$ cat src/hkv_pkg.sv
// hkv_pkg: field widths, operation and status codes, request and entry types
// shared by the key/value table interfaces and modules; no dependencies
package hkv_pkg;

  localparam int KEY_W    = 31;
  localparam int VAL_W    = 31;
  localparam int MODE_W   = 2;
  localparam int STATUS_W = 2;

  typedef logic [MODE_W-1:0]   mode_t;
  typedef logic [KEY_W-1:0]    key_t;
  typedef logic [VAL_W-1:0]    val_t;
  typedef logic [STATUS_W-1:0] status_t;

  // operation codes
  localparam mode_t MODE_PUT    = 2'd0;
  localparam mode_t MODE_GET    = 2'd1;
  localparam mode_t MODE_REMOVE = 2'd2;

  // result status codes
  localparam status_t ST_OK     = 2'd0;
  localparam status_t ST_ABSENT = 2'd1;
  localparam status_t ST_FULL   = 2'd2;

  typedef struct packed {
    mode_t mode;
    key_t  key;
    val_t  value;
  } req_t;

  // one way of a bucket row
  typedef struct packed {
    logic vld;
    key_t key;
    val_t value;
  } entry_t;

endpackage

$ cat src/hkv_if.sv
// hkv_if: valid/ready channel interfaces for requests and results
// depends on hkv_pkg for the field types
interface hkv_req_if;
  logic          valid;
  logic          ready;
  hkv_pkg::mode_t mode;
  hkv_pkg::key_t  key;
  hkv_pkg::val_t  value;

  modport source(output valid, output mode, output key, output value, input ready);
  modport sink(input valid, input mode, input key, input value, output ready);
endinterface

interface hkv_rsp_if;
  logic             valid;
  logic             ready;
  hkv_pkg::status_t status;
  hkv_pkg::val_t    read_value;

  modport source(output valid, output status, output read_value, input ready);
  modport sink(input valid, input status, input read_value, output ready);
endinterface

$ cat src/hash_key_value_table_unit.sv
// hash_key_value_table_unit: top level of the bucketed key/value table
// depends on hkv_pkg, hkv_if, hkv_hash and hkv_store
//
// Key/value table with BUCKETS buckets of WAYS entries each; the bucket of a
// request is key mod BUCKETS. Put, get and remove each give exactly one
// result: status 0 done/found, 1 key not present, 2 bucket full on put, and
// read_value holds the stored value on a successful get and zero otherwise.
// Sustained throughput is one request per cycle unless out_rsp.ready stalls the
// pipeline; after acceptance a request passes the input register, the bucket index
// arithmetic registers, a registered read of the whole bucket row from a one-read,
// one-write row memory, then lookup/update into the result register.
// After reset a clear pass writes every bucket row once, while
// in_req.ready stays low.
module hash_key_value_table_unit #(
  parameter int BUCKETS = 16,
  parameter int WAYS    = 4
) (
  input  logic      clk,
  input  logic      rst_n,
  hkv_req_if.sink   in_req,
  hkv_rsp_if.source out_rsp
);

  localparam int               BKT_W    = $clog2(BUCKETS);
  localparam logic [BKT_W-1:0] LAST_BKT = BKT_W'(BUCKETS - 1);

  logic               clr_busy_r;
  logic [BKT_W-1:0]   clr_cnt_r;
  logic               bkt_valid, bkt_ready;
  hkv_pkg::req_t      bkt_req;
  logic [BKT_W-1:0]   bkt_idx;

  // clear pass sweeps one bucket row per cycle
  always_ff @(posedge clk) begin
    if (!rst_n) begin
      clr_busy_r <= 1'b1;
      clr_cnt_r  <= '0;
    end else if (clr_busy_r) begin
      clr_cnt_r <= clr_cnt_r + 1'b1;
      if (clr_cnt_r == LAST_BKT) clr_busy_r <= 1'b0;
    end
  end

  hkv_hash #(
    .BUCKETS(BUCKETS)
  ) u_hash (
    .clk      (clk),
    .rst_n    (rst_n),
    .hold     (clr_busy_r),
    .in_req   (in_req),
    .bkt_valid(bkt_valid),
    .bkt_ready(bkt_ready),
    .bkt_req  (bkt_req),
    .bkt_idx  (bkt_idx)
  );

  hkv_store #(
    .BUCKETS(BUCKETS),
    .WAYS   (WAYS)
  ) u_store (
    .clk      (clk),
    .rst_n    (rst_n),
    .clr_busy (clr_busy_r),
    .clr_addr (clr_cnt_r),
    .bkt_valid(bkt_valid),
    .bkt_ready(bkt_ready),
    .bkt_req  (bkt_req),
    .bkt_idx  (bkt_idx),
    .out_rsp  (out_rsp)
  );

  a_no_accept_in_clear: assert property (@(posedge clk) disable iff (!rst_n)
    clr_busy_r |-> !in_req.ready)
    else $error("request accepted during clear pass");

endmodule

$ cat src/hkv_hash.sv
// hkv_hash: request input register and bucket index pipeline (key mod BUCKETS
// by reciprocal multiply); depends on hkv_pkg and hkv_if
module hkv_hash #(
  parameter int  BUCKETS = 16,
  localparam int BKT_W   = $clog2(BUCKETS)
) (
  input  logic               clk,
  input  logic               rst_n,
  input  logic               hold,
  hkv_req_if.sink            in_req,
  output logic               bkt_valid,
  input  logic               bkt_ready,
  output hkv_pkg::req_t      bkt_req,
  output logic [BKT_W-1:0]   bkt_idx
);

  localparam int          SHIFT      = hkv_pkg::KEY_W + BKT_W;
  localparam int          PROD_W     = hkv_pkg::KEY_W + 32;
  localparam logic [63:0] RECIP_FULL =
    ((64'd1 << SHIFT) + 64'(BUCKETS) - 64'd1) / 64'(BUCKETS);
  localparam logic [31:0] RECIP      = RECIP_FULL[31:0];
  localparam logic [BKT_W-1:0] BKT_LO = BKT_W'(BUCKETS);

  logic               s1_v_r, s2_v_r, s3_v_r;
  hkv_pkg::req_t      s1_req_r, s2_req_r, s3_req_r;
  logic [BKT_W-1:0]   s2_qlo_r, s3_bkt_r;
  logic               s1_rdy, s2_rdy, s3_rdy;
  logic [PROD_W-1:0]  prod;
  logic [BKT_W-1:0]   qb;
  logic [BKT_W-1:0]   bkt;

  assign s3_rdy = !s3_v_r || bkt_ready;
  assign s2_rdy = !s2_v_r || s3_rdy;
  assign s1_rdy = !s1_v_r || s2_rdy;
  assign in_req.ready = s1_rdy && !hold;

  // quotient is exact for every 31-bit key; only its low bits are needed
  assign prod = PROD_W'(s1_req_r.key) * PROD_W'(RECIP);
  // remainder modulo 2^BKT_W equals the true remainder since it is below BUCKETS
  assign qb   = s2_qlo_r * BKT_LO;
  assign bkt  = s2_req_r.key[BKT_W-1:0] - qb;

  always_ff @(posedge clk) begin
    if (!rst_n) begin
      s1_v_r <= 1'b0;
      s2_v_r <= 1'b0;
      s3_v_r <= 1'b0;
    end else begin
      if (s1_rdy) s1_v_r <= in_req.valid && !hold;
      if (s2_rdy) s2_v_r <= s1_v_r;
      if (s3_rdy) s3_v_r <= s2_v_r;
    end
  end

  always_ff @(posedge clk) begin
    if (s1_rdy) begin
      s1_req_r <= '{mode: in_req.mode, key: in_req.key, value: in_req.value};
    end
    if (s2_rdy) begin
      s2_req_r <= s1_req_r;
      s2_qlo_r <= prod[SHIFT +: BKT_W];
    end
    if (s3_rdy) begin
      s3_req_r <= s2_req_r;
      s3_bkt_r <= bkt;
    end
  end

  assign bkt_valid = s3_v_r;
  assign bkt_req   = s3_req_r;
  assign bkt_idx   = s3_bkt_r;

  a_bkt_range: assert property (@(posedge clk) disable iff (!rst_n)
    s3_v_r |-> ({1'b0, s3_bkt_r} < (BKT_W+1)'(BUCKETS)))
    else $error("bucket index out of range");

endmodule

$ cat src/hkv_store.sv
// hkv_store: bucket row memory, lookup/update stage with write forwarding and
// the result register; depends on hkv_pkg and hkv_if
module hkv_store #(
  parameter int  BUCKETS = 16,
  parameter int  WAYS    = 4,
  localparam int BKT_W   = $clog2(BUCKETS)
) (
  input  logic               clk,
  input  logic               rst_n,
  input  logic               clr_busy,
  input  logic [BKT_W-1:0]   clr_addr,
  input  logic               bkt_valid,
  output logic               bkt_ready,
  input  hkv_pkg::req_t      bkt_req,
  input  logic [BKT_W-1:0]   bkt_idx,
  hkv_rsp_if.source          out_rsp
);

  hkv_pkg::entry_t [WAYS-1:0] mem [BUCKETS];

  logic                        c_v_r;
  hkv_pkg::req_t               c_req_r;
  logic [BKT_W-1:0]            c_bkt_r;
  hkv_pkg::entry_t [WAYS-1:0]  rd_row_r;
  logic                        fwd_v_r;
  hkv_pkg::entry_t [WAYS-1:0]  fwd_row_r;
  logic                        out_v_r;
  hkv_pkg::status_t            status_r;
  hkv_pkg::val_t               rdval_r;

  logic                        o_rdy, c_rdy, c_fire, rd_en;
  hkv_pkg::entry_t [WAYS-1:0]  row_eff, new_row, wr_row;
  logic [WAYS-1:0]             vld, hit, hit_oh, free_oh;
  logic                        wr_item, wr_en;
  logic [BKT_W-1:0]            wr_addr;
  hkv_pkg::status_t            status_nxt;
  hkv_pkg::val_t               rdval_nxt;

  assign o_rdy     = !out_v_r || out_rsp.ready;
  assign c_rdy     = !c_v_r || o_rdy;
  assign c_fire    = c_v_r && o_rdy;
  assign bkt_ready = c_rdy && !clr_busy;
  assign rd_en     = bkt_valid && bkt_ready;

  // the previous transaction's write lands at the edge this row was read
  assign row_eff = fwd_v_r ? fwd_row_r : rd_row_r;

  always_comb begin
    for (int w = 0; w < WAYS; w++) begin
      vld[w] = row_eff[w].vld;
      hit[w] = row_eff[w].vld && (row_eff[w].key == c_req_r.key);
    end
    hit_oh  = hit & (~hit + 1'b1);
    free_oh = ~vld & (vld + 1'b1);
  end

  always_comb begin
    new_row    = row_eff;
    wr_item    = 1'b0;
    status_nxt = hkv_pkg::ST_ABSENT;
    rdval_nxt  = '0;
    unique case (c_req_r.mode)
      hkv_pkg::MODE_PUT: begin
        if (|hit) begin
          for (int w = 0; w < WAYS; w++) begin
            if (hit_oh[w]) new_row[w].value = c_req_r.value;
          end
          wr_item    = 1'b1;
          status_nxt = hkv_pkg::ST_OK;
        end else if (|free_oh) begin
          for (int w = 0; w < WAYS; w++) begin
            if (free_oh[w]) begin
              new_row[w] = '{vld: 1'b1, key: c_req_r.key, value: c_req_r.value};
            end
          end
          wr_item    = 1'b1;
          status_nxt = hkv_pkg::ST_OK;
        end else begin
          status_nxt = hkv_pkg::ST_FULL;
        end
      end
      hkv_pkg::MODE_GET: begin
        if (|hit) begin
          for (int w = 0; w < WAYS; w++) begin
            if (hit_oh[w]) rdval_nxt = rdval_nxt | row_eff[w].value;
          end
          status_nxt = hkv_pkg::ST_OK;
        end
      end
      hkv_pkg::MODE_REMOVE: begin
        if (|hit) begin
          for (int w = 0; w < WAYS; w++) begin
            if (hit_oh[w]) new_row[w].vld = 1'b0;
          end
          wr_item    = 1'b1;
          status_nxt = hkv_pkg::ST_OK;
        end
      end
      default: begin
        status_nxt = hkv_pkg::ST_ABSENT;
      end
    endcase
  end

  // clear pass owns the write port after reset
  assign wr_en   = clr_busy || (c_fire && wr_item);
  assign wr_addr = clr_busy ? clr_addr : c_bkt_r;
  assign wr_row  = clr_busy ? '0 : new_row;

  always_ff @(posedge clk) begin
    if (wr_en) mem[wr_addr] <= wr_row;
  end

  always_ff @(posedge clk) begin
    if (rd_en) rd_row_r <= mem[bkt_idx];
  end

  always_ff @(posedge clk) begin
    if (!rst_n) begin
      c_v_r   <= 1'b0;
      fwd_v_r <= 1'b0;
      out_v_r <= 1'b0;
    end else begin
      if (c_rdy) c_v_r <= rd_en;
      if (rd_en) begin
        fwd_v_r <= c_fire && wr_item && (c_bkt_r == bkt_idx);
      end else if (c_fire) begin
        fwd_v_r <= 1'b0;
      end
      if (o_rdy) out_v_r <= c_v_r;
    end
  end

  always_ff @(posedge clk) begin
    if (rd_en) begin
      c_req_r   <= bkt_req;
      c_bkt_r   <= bkt_idx;
      fwd_row_r <= new_row;
    end
    if (c_fire) begin
      status_r <= status_nxt;
      rdval_r  <= rdval_nxt;
    end
  end

  assign out_rsp.valid      = out_v_r;
  assign out_rsp.status     = status_r;
  assign out_rsp.read_value = rdval_r;

  a_one_hit: assert property (@(posedge clk) disable iff (!rst_n)
    c_v_r |-> $onehot0(hit))
    else $error("key stored in more than one way of a bucket");

  a_fwd_owner: assert property (@(posedge clk) disable iff (!rst_n)
    fwd_v_r |-> c_v_r)
    else $error("forwarded row with no transaction in lookup stage");

  a_clr_quiet: assert property (@(posedge clk) disable iff (!rst_n)
    clr_busy |-> (!c_v_r && !bkt_ready))
    else $error("lookup activity during clear pass");

endmodule

$ cat src/flat_wrapper.sv
// flat-port wrapper written by rule: the top's interface ports become plain ports
module hash_key_value_table_unit_flat 
#(
  parameter int BUCKETS = 16,
  parameter int WAYS    = 4
)
  (clk, rst_n, in_req_valid, in_req_mode, in_req_key, in_req_value, in_req_ready, out_rsp_valid, out_rsp_status, out_rsp_read_value, out_rsp_ready);
  hkv_req_if in_req_i ();
  hkv_rsp_if out_rsp_i ();
  input  logic clk;
  input  logic rst_n;
  input wire logic [$bits(in_req_i.valid)-1:0] in_req_valid;
  input wire logic [$bits(in_req_i.mode)-1:0] in_req_mode;
  input wire logic [$bits(in_req_i.key)-1:0] in_req_key;
  input wire logic [$bits(in_req_i.value)-1:0] in_req_value;
  output wire logic [$bits(in_req_i.ready)-1:0] in_req_ready;
  output wire logic [$bits(out_rsp_i.valid)-1:0] out_rsp_valid;
  output wire logic [$bits(out_rsp_i.status)-1:0] out_rsp_status;
  output wire logic [$bits(out_rsp_i.read_value)-1:0] out_rsp_read_value;
  input wire logic [$bits(out_rsp_i.ready)-1:0] out_rsp_ready;
  assign in_req_i.valid = in_req_valid;
  assign in_req_i.mode = in_req_mode;
  assign in_req_i.key = in_req_key;
  assign in_req_i.value = in_req_value;
  assign in_req_ready = in_req_i.ready;
  assign out_rsp_valid = out_rsp_i.valid;
  assign out_rsp_status = out_rsp_i.status;
  assign out_rsp_read_value = out_rsp_i.read_value;
  assign out_rsp_i.ready = out_rsp_ready;
  hash_key_value_table_unit #(.BUCKETS(BUCKETS), .WAYS(WAYS)) u_core (.clk(clk), .rst_n(rst_n), .in_req(in_req_i), .out_rsp(out_rsp_i));
endmodule
$ cat config.mk
export PLATFORM = sky130hd
export DESIGN_NAME = hash_key_value_table_unit_flat
export DESIGN_NICKNAME = d
export VERILOG_FILES = /design/src/hkv_pkg.sv /design/src/hkv_if.sv /design/src/hash_key_value_table_unit.sv /design/src/hkv_hash.sv /design/src/hkv_store.sv /design/src/flat_wrapper.sv
export SDC_FILE = /design/constraint.sdc
export NUM_CORES = 2
export LEC_CHECK = 0
export BUFFER_PORTS_ARGS = -buffer_cell sky130_fd_sc_hd__buf_2
export CAP_MARGIN = 20
export CORE_MARGIN = 4
export CORE_UTILIZATION = 40
export DETAILED_ROUTE_END_ITERATION = 10
export PLACE_DENSITY_LB_ADDON = 0.2
export SLEW_MARGIN = 20
export SYNTH_ARGS = -nofsm -noshare
export SYNTH_HDL_FRONTEND = slang
export SYNTH_SLANG_ARGS = --single-unit
$ cat constraint.sdc
create_clock -name clk -period 19.6 [get_ports clk]
set_input_delay 3.92 -clock clk [delete_from_list [all_inputs] [get_ports clk]]
set_output_delay 3.92 -clock clk [all_outputs]
set_load 0.01 [all_outputs]
* Yosys cells after proc, flatten, opt, wreduce, memory -nomap -nowiden
Memories as Yosys holds them, arrays and structs flattened. A register that Yosys moved wholly into a read port is not among the register bits.
Cells that the tools add are included.
** Storage, ports and cells
- Register bits :: 560
- Bits in writable memories :: 4032
- Input port bits :: 68
- Logic and storage cells :: 144
- Memories kept :: 1
** Memories
- u_core.u_store.mem :: words 16, bits a word 252, rd ports 1, clocked after memory_dff 1, wr ports 1, line hkv_store.sv:19 : hkv_pkg::entry_t [WAYS-1:0] mem [BUCKETS];
** Cells by class
- Add/subtract/negate cells :: 3
- Equality and inequality tests :: 8
- Multiplexer cells :: 60
- Bitwise gates (word level) :: 7
- Reduce and logical (&&, ||, !) cells :: 29
** Operator list (count)
- two-way mux 252 bit :: 3
- two-way mux 31 bit :: 18
- two-way mux 63 bit :: 4
- two-way mux 62 bit :: 4
- two-way mux 32 bit :: 4
- == test 31 bit :: 4
- bitwise OR 31 bit :: 3
- two-way mux 1 bit :: 18
- adder 4 x 1 -> 4 bit (second input constant) :: 3
- logical AND 1 bit :: 11
- case mux 1 bit (2 select lines) :: 5
- bitwise AND 4 bit :: 2
- inverter 4 bit :: 2
- OR reduction 4 bit :: 2
- zero test 1 bit :: 6
- logical OR 1 bit :: 6
- == test 4 bit :: 1
- == test 4 bit (second input constant) :: 1
- two-way mux 2 bit :: 2
- two-way mux 4 bit :: 1
- case mux 2 bit (2 select lines) :: 1
- == test 2 x 1 -> 1 bit (second input constant) :: 1
- == test 2 bit (second input constant) :: 1
- zero test 2 bit :: 1
- 3 further kinds :: 3

* Longest topological paths before layout
- Depth in word-level cells :: 19
- Depth in mapped cells :: 14
- Depth with buffers taken out :: 8

* Modules after synthesis
A second synthesis with hierarchy kept.
** Second synthesis, totals
- Cell total of the unflattened synthesis :: 8255
- Area, all modules :: 187145.7 um^2
** Modules (own cells, without submodules)
- hkv_store :: times used 1, cells an instance 8026, area an instance 181013.6 um^2
- hkv_hash :: times used 1, cells an instance 209, area an instance 5921.9 um^2
- hash_key_value_table_unit :: times used 1, cells an instance 20, area an instance 210.2 um^2

* Worst setup path before layout
No wires, ideal clock.
- Kind :: input port to flip-flop
- Start :: input port out_rsp_ready
- End :: memory u_core.u_store.mem[14][0] (netlist name), enable pin
- Library setup time :: 950 ps
- Data arrival time :: 18789 ps
- Required time :: 18650 ps
- Setup slack :: -138 ps
- Stages on the path :: 5
- Buffers on the path :: 0
- Cells stage by stage :: nor2b_1 nor2b_1 o21ai_0 a2111o_1 a21oi_1
** On the way
- Longest elaborated chain between the ends :: 6
** Ends and longest elaborated chain
- start, declared :: line flat_wrapper.sv:20 : input wire logic [$bits(out_rsp_i.ready)-1:0] out_rsp_ready;
- logical OR 1 bit :: line hkv_store.sv:39 : assign o_rdy = !out_v_r || out_rsp.ready;
- logical AND 1 bit :: line hkv_store.sv:41 : assign c_fire = c_v_r && o_rdy;
- named net u_core.u_store.c_fire :: line hkv_store.sv:31 : logic o_rdy, c_rdy, c_fire, rd_en;
- logical AND 1 bit :: line hkv_store.sv:106 : assign wr_en = clr_busy || (c_fire && wr_item);
- logical OR 1 bit :: line hkv_store.sv:106
- two-way mux 1 bit :: line hkv_store.sv:111 : if (wr_en) mem[wr_addr] <= wr_row;
- two-way mux 1 bit (implied by the code) :: line hkv_store.sv:111
- end, declared :: line hkv_store.sv:19
The timed path passes the listed nets, and every way through them passes these cells.

* Final worst setup path
- Start :: input port out_rsp_ready
- End :: output port in_req_ready
** On the way
- Longest elaborated chain between the ends :: 7
** Ends and longest elaborated chain
- logical OR 1 bit :: line hkv_store.sv:39
- logical OR 1 bit :: line hkv_store.sv:40 : assign c_rdy = !c_v_r || o_rdy;
- logical AND 1 bit :: line hkv_store.sv:42 : assign bkt_ready = c_rdy && !clr_busy;
- logical OR 1 bit :: line hkv_hash.sv:32 : assign s3_rdy = !s3_v_r || bkt_ready;
- logical OR 1 bit :: line hkv_hash.sv:33 : assign s2_rdy = !s2_v_r || s3_rdy;
- logical OR 1 bit :: line hkv_hash.sv:34 : assign s1_rdy = !s1_v_r || s2_rdy;
- logical AND 1 bit :: line hkv_hash.sv:35 : assign in_req.ready = s1_rdy && !hold;
- end, declared :: line flat_wrapper.sv:16 : output wire logic [$bits(in_req_i.ready)-1:0] in_req_ready;
No other way between the ends.

==> run metrics <==
Slowest-stage cell, CP nor2b_1; Starting Density between 40% and 50%; WL final 486,000 um; leakage power approximately 0.063 uW; post-synthesis mux area share around 17%; post-synth top area share ~78%; max_slew headroom a little under a quarter; DRT Pass-1 Iters 6; mean area per synthesized cell approximately 23 um^2; Worst path max stage delay 0.63 ns; main combinational cell family by area after synthesis multiplexers; DR vias/cell about 5.8; outcome complete, no violations; Reg2Reg Depth 14; core area between 400,000 and 500,000 um^2; Power Total 21,090 uW; EDFF count, synth between 4,000 and 5,000; reg2reg end u_core.u_store.mem[7][109]$_DFFE_PP_; setup bufs post-CTS 0; initial antenna violation count 24; crit-path cells buf_2 -> nor2b_1 -> buf_4 -> a21oi_1 -> nor2b_1 -> a31oi_1 -> buf_2; synthesized area 186,800 um^2; worst r2r src u_core.u_store.fwd_v_r$_SDFFE_PN0P_; Non-Filler Instances between 15,000 and 20,000; Worst Tran Pin Value 1.142 ns; Remaining DRCs 0; antenna-violating nets left 0; pre-CTS WS approximately 9.3 ns; worst hold start u_core.u_hash.s2_req_r[16]$_DFFE_PP_; Setup CP Type in -> out; final setup margin 9.297 ns; initial DRC count between 10,000 and 15,000; layout cells sized above 1 29.89%; Inst Count DP approximately 14,000; first-pass GRT wire length slightly below 700,000 um; gr usage total about a fifth; H-tree Lvls 5; crit-path leading delay family simple AND/OR/NAND/NOR gates; adder-cell area share of the yosys netlist 0.02680%; CTS Root Cell clkbuf_16; Yosys warnings 0; unique cell type count in the Yosys netlist 56; top post-synthesis cells by area edfxtp_1, mux4_2, mux2_2; Max Fclk roughly 97 MHz; Sink Count 4,836; RSZ-0062 raised after global routing false; Post-CTS Resized 0; Seq/Total Area, Yosys roughly 78%; post-synthesis compound-gate area fraction roughly 1.9%; Avg WL per Cell around 32 um; Total Nets Final roughly 8,700; CP startpoint kind primary input; clock skew 0.05186 ns; crit path DAT 6.38 ns; xor-xnor portion of the synthesized cell area 0.6237%; IO buf count around 100; Synth Area in Simple Gates 1.321%; WHS Path Cells 0; Peak VDD IR a little over 80 uV; number of max-cap violations 0; final worst-path cycle share a little over half; Reg clk slew, reported paths 0.06 ns; Post-synth top flop edfxtp_1; die width between 600 and 700 um; IO Pins 103; worst path required time between 15 and 20 ns; Hold-fix buffers, CTS 0; RePlAce Congestion between 0.8 and 0.9; hold crit path type reg -> reg; crit path time final 10.30 ns; Post-synth top cells edfxtp_1, mux4_2, clkbuf_1, a21oi_1, mux2_2; Pins Over Slew Limit 0; R2R Setup Slk between 10 and 15 ns; Max Buffers Root-to-Sink 4; CTS tree built; Area Growth Syn to Fin 13.51%; share of synthesized registers carrying an async set or reset 0%; Synthesized Nets between 8,000 and 9,000; GRT overflow 0; Post-Syn Instances 8,138; crit path capture type output pin; CTS Buf Count roughly 480; pwr/cell area about 99 nW/um^2; number of synthesized register bits between 4,000 and 5,000; post-synth top area cell edfxtp_1; worst hold path endpoint u_core.u_hash.bkt_req[16]$_DFFE_PP_; Final setup viols 0; Rows 250; CP max FO 6; vias in the first global route a little over 90,000; Die ar. approximately 480,000 um^2; final hold violations 0; cell with the most instances after synthesis edfxtp_1; Die Ht 691.3 um; clock latency on the worst-skew pair 1.03 ns; via count ~88,000; WP buf/inv 3; largest net degree at the start of global routing approximately 140; Post-DP HPWL about 250,000 um
-- state kept, by name, summed over array words and instances (netlist names), 2 cells and up --
| signal | count |
|---|---|
| u_core.u_store.mem | 4032 |
| u_core.u_store.fwd_row_r | 252 |
| u_core.u_store.rd_row_r | 252 |
| u_core.u_hash.bkt_req | 64 |
| u_core.u_hash.s1_req_r | 64 |
| u_core.u_hash.s2_req_r | 64 |
| u_core.u_store.c_req_r | 64 |
| u_core.u_store.out_rsp.read_value | 31 |
| u_core.clr_cnt_r | 4 |
| u_core.u_store.out_rsp.status | 2 |
-- cell type report --
type	instances	area, um^2
Multi-Input combinational cell	2761	40260
Inverter	64	250.2
Tap cell	6174	7725
Sequential cell	4836	145100
Clock buffer	582	12460
Antenna cell	14	35.03
Fill cell	38302	252500
Timing Repair Buffer	445	3486
Clock inverter	297	2655
-- layout by cell type (no fill, tap or decap), types with 9 or more instances in the layout --
master | Yosys | routed
mux2_1 | 57 | 57
nand2_1 | 22 | 17
mux2_2 | 192 | 192
mux2i_2 | 0 | 30
a31oi_1 | 53 | 53
o21ai_0 | 15 | 15
bufinv_16 | 0 | 38
inv_1 | 59 | 57
mux4_2 | 1260 | 1260
nor3_2 | 2 | 12
nor2_1 | 52 | 47
nand2b_1 | 67 | 67
dfxtp_1 | 11 | 9
mux2i_1 | 114 | 84
buf_4 | 19 | 309
a311oi_2 | 0 | 12
nor2b_1 | 42 | 30
nor4_1 | 34 | 33
buf_2 | 39 | 103
a311oi_1 | 51 | 38
diode_2 | 0 | 14
and3_1 | 62 | 62
nor2b_2 | 0 | 11
clkinvlp_4 | 0 | 15
nand4_1 | 10 | 10
clkbuf_1 | 323 | 99
clkinv_1 | 5 | 127
xnor2_1 | 129 | 129
clkinv_2 | 0 | 95
edfxtp_1 | 4825 | 4825
a21oi_1 | 282 | 266
buf_12 | 0 | 30
nand3_1 | 59 | 58
nor3_1 | 72 | 60
clkbuf_16 | 0 | 483
a211oi_4 | 0 | 11
o2bb2ai_1 | 25 | 25
a211oi_1 | 89 | 76
a21oi_4 | 0 | 16
-- worst reg2reg max path: stages, from the launching register on --
cell and delay [ns]:
dfxtp_4 0.75, buf_4 0.84, buf_4 0.73, mux2_2 0.45, xnor2_1 0.14, nor4_1 0.41, nand4_1 0.44, or3_4 0.70
nand4_1 0.42, o21ai_0 0.32, buf_4 0.27, a21oi_4 0.74, buf_4 0.87, buf_4 0.84, buf_4 0.93
-- kinds of logic (layout without fill, tap and decap cells) --
family                     after synthesis  in the layout
buffers and inverters                  541           1388
xor gates and xnor gates               133            133
muxes                                 1623           1623
other                                    0             14
AOI/OAI and AO/OA                      555            555
adders and majority gates                4              4
DFF                                   4836           4836
and+or+nand+nor                        446            446
-- where the power goes --
part,internal [uW],leakage (uW),switching [uW]
combinational,260,0.0131,406
clock,5010,0.00738,3910
sequential,11500,0.0424,50.5
total,16700,0.0628,4360
-- through the flow --
| step | util (%) | setup TNS (ns) | instance area [um^2] | hold WS [ns] |
|---|---|---|---|---|
| after floorplan | - | -264.36 | 186800 | 0.4003 |
| after global placement | 42.31 | 0 | 196500 | 0.4012 |
| after detailed placement | 42.31 | 0 | 196500 | 0.4045 |
| after CTS | 45.57 | 0 | 211700 | 0.4079 |
| after global routing | 45.63 | 0 | 212000 | 0.4144 |
| final | 45.64 | 0 | 212000 | 0.4086 |
-- routing by layer --
metal  share of wire [%]  wire length [um]  up-vias  global-route usage (%)
li1                    -                 -    35608                       -
met1                  43            206700    48806                   28.76
met2                  49            237400     3349                   32.77
met3                 6.3             30650      656                   2.383
met4                 2.3             11340        0                   4.535
met5                   0                 0        -                       0
-- worst max path at each step --
stage | startpoint | endpoint | slack, ns | cells past startpoint
after CTS | out_rsp_ready | in_req_ready | 9.26 | 7
after global routing | out_rsp_ready | in_req_ready | 9.23 | 7
after detailed placement | out_rsp_ready | in_req_ready | 9.26 | 7
after floorplan | out_rsp_ready | u_core.u_store.mem[14][0]$_DFFE_PP_ | -0.14 | 5
final | out_rsp_ready | in_req_ready | 9.30 | 7
after global placement | out_rsp_ready | in_req_ready | 9.23 | 7
Power figures use the tool's default switching activity.
